$ cat src/rtl/dtce_pkg.sv
// Package for the decision tree classifier with weighted error counting.
// Holds the geometry constants, the opcodes, the transaction layouts and the
// command and status types shared by the controller and the datapath.
package dtce_pkg;

  localparam int NODES     = 256;
  localparam int FEATURES  = 64;
  localparam int MAX_DEPTH = 16;

  localparam int NODE_AW = $clog2(NODES);
  localparam int FEAT_AW = $clog2(FEATURES);
  localparam int STEP_W  = $clog2(MAX_DEPTH + 1);

  localparam int IN_DATA_W  = 120;
  localparam int OUT_DATA_W = 40;

  typedef enum logic [1:0] {
    OP_WRITE_NODE = 2'd0,
    OP_WRITE_FEAT = 2'd1,
    OP_CLASSIFY   = 2'd2,
    OP_CLEAR      = 2'd3
  } opcode_t;

  // Input tdata, last member in the lowest bits
  typedef struct packed {
    logic [23:0]        example_weight;
    logic               true_label;
    logic [23:0]        neg_wt;
    logic [23:0]        pos_wt;
    logic [7:0]         child_gt;
    logic [7:0]         child_le;
    logic [5:0]         feat_sel;
    logic               is_leaf;
    logic signed [15:0] value;
    logic [7:0]         address;
  } in_item_t;

  typedef struct packed {
    logic [4:0]  pad;
    logic        walk_fault;
    logic [31:0] weighted_error;
    logic        mismatch;
    logic        predicted_negative;
  } out_item_t;

  typedef struct packed {
    logic signed [15:0] thresh;
    logic               leaf;
    logic [5:0]         feat;
    logic [7:0]         left;
    logic [7:0]         right;
  } node_t;

  typedef struct packed {
    logic [23:0] pos;
    logic [23:0] neg;
  } weights_t;

  typedef struct packed {
    logic take;
    logic feat_rd;
    logic step;
    logic grade;
    logic finish;
    logic fault;
  } dp_cmd_t;

  typedef struct packed {
    logic classify;
    logic leaf;
    logic out_hold;
  } dp_sts_t;

endpackage

$ cat src/rtl/dtce_ctrl.sv
// Controller for the decision tree classifier: input handshake and walk
// sequencing state machine with the depth counter.
// Depends on dtce_pkg.
module dtce_ctrl (
  input  logic             clk,
  input  logic             rst_n,
  input  logic             in_tvalid,
  output logic             in_tready,
  input  dtce_pkg::dp_sts_t sts,
  output dtce_pkg::dp_cmd_t cmd
);
  import dtce_pkg::*;

  typedef enum logic [3:0] {
    S_IDLE = 4'b0001,
    S_NODE = 4'b0010,
    S_FEAT = 4'b0100,
    S_FIN  = 4'b1000
  } state_t;

  state_t            state_r, state_nxt;
  logic [STEP_W-1:0] step_r, step_nxt;
  logic              fault_r, fault_nxt;

  always_comb begin
    state_nxt = state_r;
    step_nxt  = step_r;
    fault_nxt = fault_r;
    cmd       = '0;
    in_tready = 1'b0;
    case (state_r)
      S_IDLE: begin
        in_tready = !sts.out_hold;
        cmd.take  = in_tvalid && !sts.out_hold;
        if (cmd.take && sts.classify) begin
          step_nxt  = '0;
          state_nxt = S_NODE;
        end
      end
      S_NODE: begin
        if (sts.leaf) begin
          cmd.grade = 1'b1;
          fault_nxt = 1'b0;
          state_nxt = S_FIN;
        end else if (step_r == STEP_W'(MAX_DEPTH)) begin
          fault_nxt = 1'b1;
          state_nxt = S_FIN;
        end else begin
          cmd.feat_rd = 1'b1;
          state_nxt   = S_FEAT;
        end
      end
      S_FEAT: begin
        cmd.step  = 1'b1;
        step_nxt  = step_r + 1'b1;
        state_nxt = S_NODE;
      end
      S_FIN: begin
        cmd.fault = fault_r;
        if (!sts.out_hold) begin
          cmd.finish = 1'b1;
          state_nxt  = S_IDLE;
        end
      end
      default: state_nxt = S_IDLE;
    endcase
  end

  always_ff @(posedge clk) begin
    if (!rst_n) begin
      state_r <= S_IDLE;
      step_r  <= '0;
      fault_r <= 1'b0;
    end else begin
      state_r <= state_nxt;
      step_r  <= step_nxt;
      fault_r <= fault_nxt;
    end
  end

endmodule

$ cat config.mk
export PLATFORM = sky130hd
export DESIGN_NAME = dtce_ctrl
export DESIGN_NICKNAME = d
export VERILOG_FILES = /design/src/rtl/dtce_pkg.sv /design/src/rtl/dtce_ctrl.sv
export SDC_FILE = /design/constraint.sdc
export NUM_CORES = 1
export LEC_CHECK = 0
export ABC_CLOCK_PERIOD_IN_PS = 3400
export BUFFER_PORTS_ARGS = -buffer_cell sky130_fd_sc_hd__buf_2
export CORE_AREA = 2 2 39 41
export DETAILED_ROUTE_END_ITERATION = 10
export DIE_AREA = 0 0 41 43
export MAX_ROUTING_LAYER = met4
export PLACE_DENSITY = 0.67
export RECOVER_POWER = 100
export SLEW_MARGIN = 15
export SYNTH_ARGS = -nofsm -noshare
export SYNTH_HDL_FRONTEND = slang
export SYNTH_SLANG_ARGS = --single-unit
export TNS_END_PERCENT = 1
$ cat constraint.sdc
create_clock -name clk -period 3.4 [get_ports clk]
set_input_delay 0.68 -clock clk [delete_from_list [all_inputs] [get_ports clk]]
set_output_delay 0.68 -clock clk [all_outputs]
set_load 0.1 [all_outputs]
Word-level counts from Yosys, hierarchy flattened
Cells that the tools add are included.
Storage, ports and cells
  input port bits: 6
  flip-flop bits (word level): 10
  logic and storage cells: 38
  output and inout bits: 7
Operators by class
  equal/unequal tests: 7
  muxes and demuxes: 19
  reduce and logical (&&, ||, !) cells: 8
  add/sub/neg operators: 1
Operator list (count)
  4-bit 2-to-1 mux: 4
  4-bit one-hot mux with 4 select lines: 1
  1-bit 2-to-1 mux: 11
  5-bit one-hot mux with 2 select lines: 1
  2-bit AND reduction: 3
  5-bit by 1-bit adder with 5-bit output, second input constant: 1
  5-bit == test, second input constant: 1
  5-bit 2-to-1 mux: 1
  4-bit by 1-bit == test with 1-bit output, second input constant: 1
  4-bit by 2-bit == test with 1-bit output, second input constant: 1
  4-bit by 3-bit == test with 1-bit output, second input constant: 1
  4-bit == test, second input constant: 1
  2-bit != test, second input constant: 2
  2-bit nonzero test: 2
  1-bit logical AND: 2
  2-bit 2-to-1 mux: 1
  1-bit logical NOT: 1

Depth between registers and ports, before layout
Gate-level depths: netlist of run 1.
  word-level depth: 5
  mapped depth: 5

Least setup slack after synthesis of run 1
No wires, ideal clock.
  path type: reg2out
  start point: reg state_r[1]
  end point: out cmd[5] in the netlist's numbering
  required time: 2720 ps
  cell stages (with the launch flop): 4
  arrival time: 3182 ps
  slack: -462 ps
  cells stage by stage: dfxtp_1 > or4b_1 > buf_2 > nor3b_1
RTL lines
  from (decl): line dtce_ctrl.sv:21  | state_t state_r, state_nxt;
  from (signal assigned): line dtce_ctrl.sv:75  | state_r <= state_nxt;
  to (decl): line dtce_ctrl.sv:10  | output dtce_pkg::dp_cmd_t cmd

Worst setup path after layout of run 1
  start point: reg state_r[1]
  end point: out in_tready
Between the ends
  word-level cells in the longest chain between the ends: 2
Ends and longest elaborated chain
  4-bit by 1-bit == test with 1-bit output: line dtce_ctrl.sv:31  | case (state_r)
  1-bit 2-to-1 mux: line dtce_ctrl.sv:31
  to (decl): line dtce_ctrl.sv:8  | output logic in_tready,
No other way between the ends.

==> summary.txt, run 1 <==
Synth
  – Synth area leaders: dfxtp_1 38%, ha_1 4.8%, a21oi_1 3.8%
  – Largest family of logic cells by synthesized area: simple AND/OR/NAND/NOR gates
  – Primary FF master, synth: dfxtp_1
  – Post-Syn Nets: between 60 and 70
  – Mux cell area share after synthesis: 0%
  – Synth area leader: dfxtp_1
  – Post-synth top area share: about two fifths
  – Avg Cell Area, Syn: ~9.2 um2
  – Sequential share of the synthesized area: about two fifths
  – Number of synthesized register bits: 10
  – Top-count cell post-synth: dfxtp_1
  – Cell variety after synth: 31
  – Asr flop ratio synth: 0%
  – Number of flops mapped to enable cells by yosys: 0
  – Synth Area in Compound Gates: 21.72%
  – Synth Area in Adders: between 4 and 5%
  – Synth warnings: 0
  – Post-synthesis cell count: 57
  – Synth Area in XOR/XNOR: 0%
  – Synth top cells by count: 10 x dfxtp_1, 4 x a21oi_1, 4 x nand2_1
  – Synth Cell Area: about 520 um2
  – Simple-gate portion of the synthesized area: a little under a third

STA
  – RSZ-0062 raised after global routing: false
  – Max-Slew Margin vs Limit: between 20% and 30%
  – Setup TNS: 0 ns
  – Endpoints failing setup: 0
  – Final hold vios: 0
  – Minimum clock period: slightly below 3 ns
  – Fin crit share: a little under nine tenths
  – Clock skew: between 0.001 and 0.0015 ns
  – F_max: roughly 0.34 GHz
  – Slew Viols, Final: 0
  – Tightest Pin Transition: between 1 and 1.5 ns

Cells and area
  – Layout area overhead: 17.66%
  – Antenna cells: 0
  – NumNets Final: roughly 80
  – Fillers: approximately 150
  – Ratio of cells with drive above 1 in the final layout: 19.72%

Drt
  – DRT Wirelength: between 1000 and 1500 um
  – DRC: 0
  – WL/cell: 13.06 um
  – Via count: 507
  – Vias per cell: 5.828
  – Drt pass-1 iters: 4
  – DRT iter0 DRCs: 12
  – Post-DRT Antenna Nets: 0

Critical path
  – CP startpoint kind: flop
  – Crit-path cells: or4b_1 -> nor2_1 -> clkbuf_1
  – Setup CP Type: reg -> out
  – Slowest CP cell: clkbuf_1
  – Crit-path max cell delay: around 0.86 ns
  – Crit path max fanout: 6
  – Crit end category: output port
  – WP data required: roughly 2.7 ns
  – Buf+Inv Stages, Crit Path: 1
  – Crit path DAT: ~2.2 ns
  – Top delay family on crit path: buffers and inverters

Global route
  – Vias in the first global route: about 440
  – Gr ovfl total: 0
  – Initial antenna violation count: 0
  – Global-route wire length before repair: ~1900 um
  – GRT Total Usage: 16.75%
  – Pin count of the biggest net entering global routing: 9

Placed design
  – Placed wire-length estimate: between 800 and 900 um
  – RD Place Congestion: between 0.6 and 0.7
  – # port buffers: 12

Clock tree
  – Clock sinks: 10
  – CTS tree: done
  – CTS Hold Bufs: 0
  – Reg clk slew, reported paths: roughly 0.060 ns
  – Setup Buffers After CTS: 0
  – Root Driver: clkbuf_4
  – Worst-Skew Late Latency: 0.26 ns
  – H-tree levels: 1
  – Post_cts resized: 0
  – Total CTS buffers: 3
  – Clock Tree Buf Depth: 2

Die
  – Die height: approximately 43 um
  – Initial cell density of the core: between 30 and 40%
  – Number of cell rows: 14
  – Io pins: 13
  – Core Region: about 1400 um2
  – Die Footprint: 1763 um2
  – Die X: slightly above 40 um

Status
  – Status: completed

Pwr
  – PwrDens: between 300 and 400 nW/um2
  – LEAKAGE: approximately 0.23 nW
  – Worst vdd ir: around 0.19 mV
  – Overall power: 0.0002287 W

Worst hold path
  – Hold Path Class: reg -> reg

Job
  – Max-Cap Viols: 0
==> path summary, 6_finish.rpt <==
| kind | from | to | slack, ns | cells after the start |
|---|---|---|---|---|
| max | state_r[1]$_SDFFE_PN0P_ | in_tready | 0.48 | 3 |
| min | step_r[4]$_SDFFE_PN0P_ | step_r[4]$_SDFFE_PN0P_ | 0.49 | 1 |
| max reg2reg | state_r[1]$_SDFFE_PN0P_ | step_r[3]$_SDFFE_PN0P_ | 1.54 | 3 |
| min reg2reg | step_r[4]$_SDFFE_PN0P_ | step_r[4]$_SDFFE_PN0P_ | 0.49 | 1 |
==> cell families after synthesis <==
kind of cell | Yosys count
buffers and inverters | 5
and+or+nand+nor | 24
adders and majority gates | 2
AOI/OAI and AO/OA | 16
DFF | 10
==> final cells by class <==
class | count | area, um2 | share of cell area (%)
Sequential cell | 10 | 200.2 | 32.45
Timing Repair Buffer | 12 | 53.80 | 8.722
Tap cell | 16 | 20.02 | 3.245
Inverter | 4 | 20.02 | 3.245
Multi-Input combinational cell | 42 | 300.3 | 48.68
Clock buffer | 3 | 22.52 | 3.651
==> metrics by stage <==
step / std cells / setup WS (ns) / hold WS, ns / area (um2) / utilization [%]
after floorplan: 57 / -0.3889 / 0.4416 / 529.3 / -
after global placement: 84 / 1.071 / 0.4737 / 604.3 / 43.67
after detailed placement: 84 / 1.049 / 0.4716 / 604.3 / 43.67
after CTS: 87 / 0.7528 / 0.4836 / 626.9 / 45.30
after global routing: 87 / 0.3611 / 0.5077 / 616.8 / 44.57
final: 87 / 0.4808 / 0.4859 / 616.8 / 44.57
==> metal layers <==
metal  vias to the layer above  routed length (um)  GRT usage, %  share of wire, %
li1                        248                   -             -                 -
met3                         4                  44         7.853               3.9
met2                         6                 601         23.75                53
met1                       249                 471         18.30                41
met4                         0                  19         10.00               1.7
met5                         -                   0             -                 0
==> state kept, by name, indices dropped and copies added (netlist names) <==
name and count:
state_r 4, step_r 5, fault_r 1
==> placed cells by master (no fill, tap or decap), types with 2 or more instances in the layout <==
cell / count
a41oi_1: 2
inv_1: 3
ha_1: 2
and2_1: 2
nor3_1: 2
dfxtp_1: 10
a21oi_1: 4
nand2_1: 4
nor4b_1: 2
buf_2: 7
a311oi_1: 2
clkbuf_1: 5
nand3_1: 3
o21ai_0: 3
clkbuf_4: 3
==> where the power goes <==
group / internal [W] / leakage [nW] / switching, W / total [W]
registers: 0.000118 / 0.0808 / 0.00000128 / 0.000120
clock network: 0.0000408 / 0.0138 / 0.0000381 / 0.0000789
logic: 0.00000683 / 0.133 / 0.0000234 / 0.0000302
Note: power is estimated with default switching activity, not from simulation.
==> run 2: changes to the inputs <==
--- a/config.mk
+++ b/config.mk
@@ -7,9 +7,9 @@
 export LEC_CHECK = 0
 export ABC_CLOCK_PERIOD_IN_PS = 3400
 export BUFFER_PORTS_ARGS = -buffer_cell sky130_fd_sc_hd__buf_2
-export CORE_AREA = 2 2 39 41
+export CORE_AREA = 4 4 41 43
 export DETAILED_ROUTE_END_ITERATION = 10
-export DIE_AREA = 0 0 41 43
+export DIE_AREA = 0 0 45 47
 export MAX_ROUTING_LAYER = met4
 export PLACE_DENSITY = 0.67
 export RECOVER_POWER = 100
==> constraint.sdc (replaced) <==
create_clock -name clk -period 3.4 [get_ports clk]
set_input_delay 0.34 -clock clk [delete_from_list [all_inputs] [get_ports clk]]
set_output_delay 0.34 -clock clk [all_outputs]
set_load 0.1 [all_outputs]
==> run 2 against run 1 <==
Critical endpoint is now cmd[4]. Fmax increased by 6.9%. Via count shrank 3.4%. Final cell count unchanged. First-iteration DRC count is 42% lower. Core utilization grew 3.6 points. Design area grew 1.6%. Combinational power down 1%. Worst setup slack improved by 0.19 ns. Non-clock buffer count unchanged. Critical path type unchanged. Hold slack lost 0.21 ns. Sequential power about the same. Register-to-register slack improved by 0.02 ns.
==> summary.txt, run 2 (synthesis results as in run 1) <==
Pwr
  – LEAKAGE: 0.2262 nW (-0.41%)
  – Overall power: 0.0002545 W (+11%)
  – Worst vdd ir: 0.2530 mV (+32%)
  – PwrDens: 405.9 nW/um2 (+9.5%)

Worst hold path
  – Hold_sp: sts[1]
  – Worst hold endpoint: state_r[2]$_SDFFE_PN0P_
  – Hold Path Depth: 2 (+1)
  – Hold Path Class: in -> reg

Clock tree
  – Post_cts resized: 0 (unchanged)
  – Total CTS buffers: 3 (unchanged)
  – Worst-Skew Late Latency: 0.26 ns (about the same)
  – CTS tree: done
  – Clock sinks: 10 (unchanged)
  – Reg clk slew, reported paths: 0.07 ns (about the same)
  – CTS Hold Bufs: 0 (unchanged)
  – H-tree levels: 1 (unchanged)
  – Setup Buffers After CTS: 0 (unchanged)
  – Clock Tree Buf Depth: 2 (unchanged)
  – Root Driver: clkbuf_4

Global route
  – Global-route wire length before repair: 1842 um (-0.75%)
  – Gr ovfl total: 0 (unchanged)
  – Vias in the first global route: 437 (-0.46%)
  – GRT Total Usage: 12.45% (-4.3 points)
  – Initial antenna violation count: 0 (unchanged)
  – Pin count of the biggest net entering global routing: 9 (unchanged)

Cells and area
  – NumNets Final: 81 (unchanged)
  – Fillers: 138 (-7.4%)
  – Layout area overhead: 19.57%
  – Largest regs: step_r x5, state_r x4, fault_r x1
  – Antenna cells: 0 (unchanged)
  – Most frequent cells in the layout: 10 x dfxtp_1, 7 x clkbuf_1, 5 x buf_2
  – Final instance area: 626.9 um2 (+1.6%)
  – Largest register FFs: 5 (unchanged)
  – Ratio of cells with drive above 1 in the final layout: 18.06% (-1.7 points)
  – Post-route insts no fill: 87 (unchanged)
  – Most common cell after layout, fill and taps aside: dfxtp_1
  – Largest reg by FF count: step_r

Drt
  – DRT iter0 DRCs: 7 (-5)
  – DRT Wirelength: 1030 um (-9.3%)
  – Drt pass-1 iters: 4 (unchanged)
  – Vias per cell: 5.632 (-3.4%)
  – Via count: 490 (-3.4%)
  – WL/cell: 11.84 um (-9.3%)
  – DRC: 0 (unchanged)
  – Post-DRT Antenna Nets: 0 (unchanged)

Critical path
  – Crit path DAT: 2.39 ns (+0.15 ns)
  – WP data required: 3.06 ns (+0.34 ns)
  – Setup CP Type: reg -> out
  – Crit path max fanout: 5 (-1)
  – R2r setup slk: 1.56 ns (+0.02 ns)
  – R2R depth: 3 (unchanged)
  – Worst r2r src: state_r[1]$_SDFFE_PN0P_
  – Reg2reg end: step_r[3]$_SDFFE_PN0P_
  – Crit end category: output port
  – CP startpoint kind: flop

STA
  – Endpoints failing setup: 0 (unchanged)
  – Final worst setup slack: 0.6695 ns (+0.1887 ns)
  – RSZ-0062 raised after global routing: false
  – Fin crit share: 80.31% (-5.5 points)
  – Max-Slew Margin vs Limit: 22.58% (-0.38 points)
  – Clock skew: 0.0005571 ns (-0.0005310 ns)
  – Final hold vios: 0 (unchanged)
  – F_max: 0.3662 GHz (+6.9%)
  – Tightest Pin Transition: 1.166 ns (+0.005743 ns)
  – Slew Viols, Final: 0 (unchanged)
  – Minimum clock period: 2.731 ns (-0.1887 ns)

Job
  – Max-Cap Viols: 0 (unchanged)

Placed design
  – DP Area: 603.1 um2 (-0.21%)
  – RD Place Congestion: 0.7795 (+15%)
  – Placed Instances: 83 (-1.2%)
  – # port buffers: 12 (unchanged)
  – Placed wire-length estimate: 803.6 um (-6.3%)
  – Setup slack after placement: 1.393 ns (+0.3437 ns)

Die
  – Core Region: 1301 um2 (-6.0%)
  – Initial cell density of the core: 40.29% (+2.4 points)
  – Die height: 47 um (+9.3%)
  – Die Footprint: 2115 um2 (+20%)
  – Die X: 45 um (+9.8%)
  – Number of cell rows: 13 (-1)
  – Io pins: 13 (unchanged)

Status
  – Status: completed
## run 2: power breakdown
| group | switching (W) | total, W | internal, W |
|---|---|---|---|
| combinational | 0.0000232 | 0.0000298 | 0.00000658 |
| sequential | 0.00000128 | 0.000120 | 0.000118 |
| clock | 0.0000402 | 0.000105 | 0.0000649 |
| total | 0.0000647 | 0.000254 | 0.000190 |
## run 2: routing by layer
layer / routed length [um] / GRT usage (%) / vias to the layer above / share of wire, %
met5: 0 / - / - / 0
li1: - / - / 255 / -
met4: 11 / 5.263 / 0 / 1.1
met1: 480 / 15.86 / 217 / 47
met3: 75 / 3.448 / 2 / 7.3
met2: 462 / 18.36 / 16 / 45
## run 2: final cells by class
cell class                 instances  area (um2)  area share [%]
tap                               15       18.77           2.994
multi-input combinational         42       300.3           47.90
timing repair buffer              12       51.30           8.184
inverter                           4       20.02           3.194
clock buffer                       4       36.28           5.788
sequential                        10       200.2           31.94
## run 2: metrics by stage
| stage | utilization, % | setup TNS [ns] | hold slack, ns |
|---|---|---|---|
| global placement | 46.35 | 0 | 0.4771 |
| global route | 48.17 | 0 | 0.2857 |
| CTS | 49.13 | 0 | 0.2720 |
| finish | 48.17 | 0 | 0.2772 |
| floorplan | - | -0.04894 | 0.4185 |
| detailed placement | 46.35 | 0 | 0.4807 |
## run 2: worst max path at each step
stage,from,end,slack (ns),cells past startpoint
6_report,state_r[3]$_SDFFE_PN0P_,cmd[4],0.67,3
5_1_grt,state_r[3]$_SDFFE_PN0P_,cmd[4],0.57,3
4_1_cts,state_r[3]$_SDFFE_PN0P_,cmd[4],1.11,3
3_5_place_dp,state_r[3]$_SDFFE_PN0P_,cmd[4],1.39,3
3_3_place_gp,state_r[1]$_SDFFE_PN0P_,cmd[5],1.43,3
2_1_floorplan,state_r[3]$_SDFFE_PN0P_,cmd[4],-0.05,2
## run 2: critical path, stage by stage (launching register included)
cell and delay [ns]:
dfxtp_1 0.34, or4b_2 0.72, nor3_1 0.20, clkbuf_1 0.88
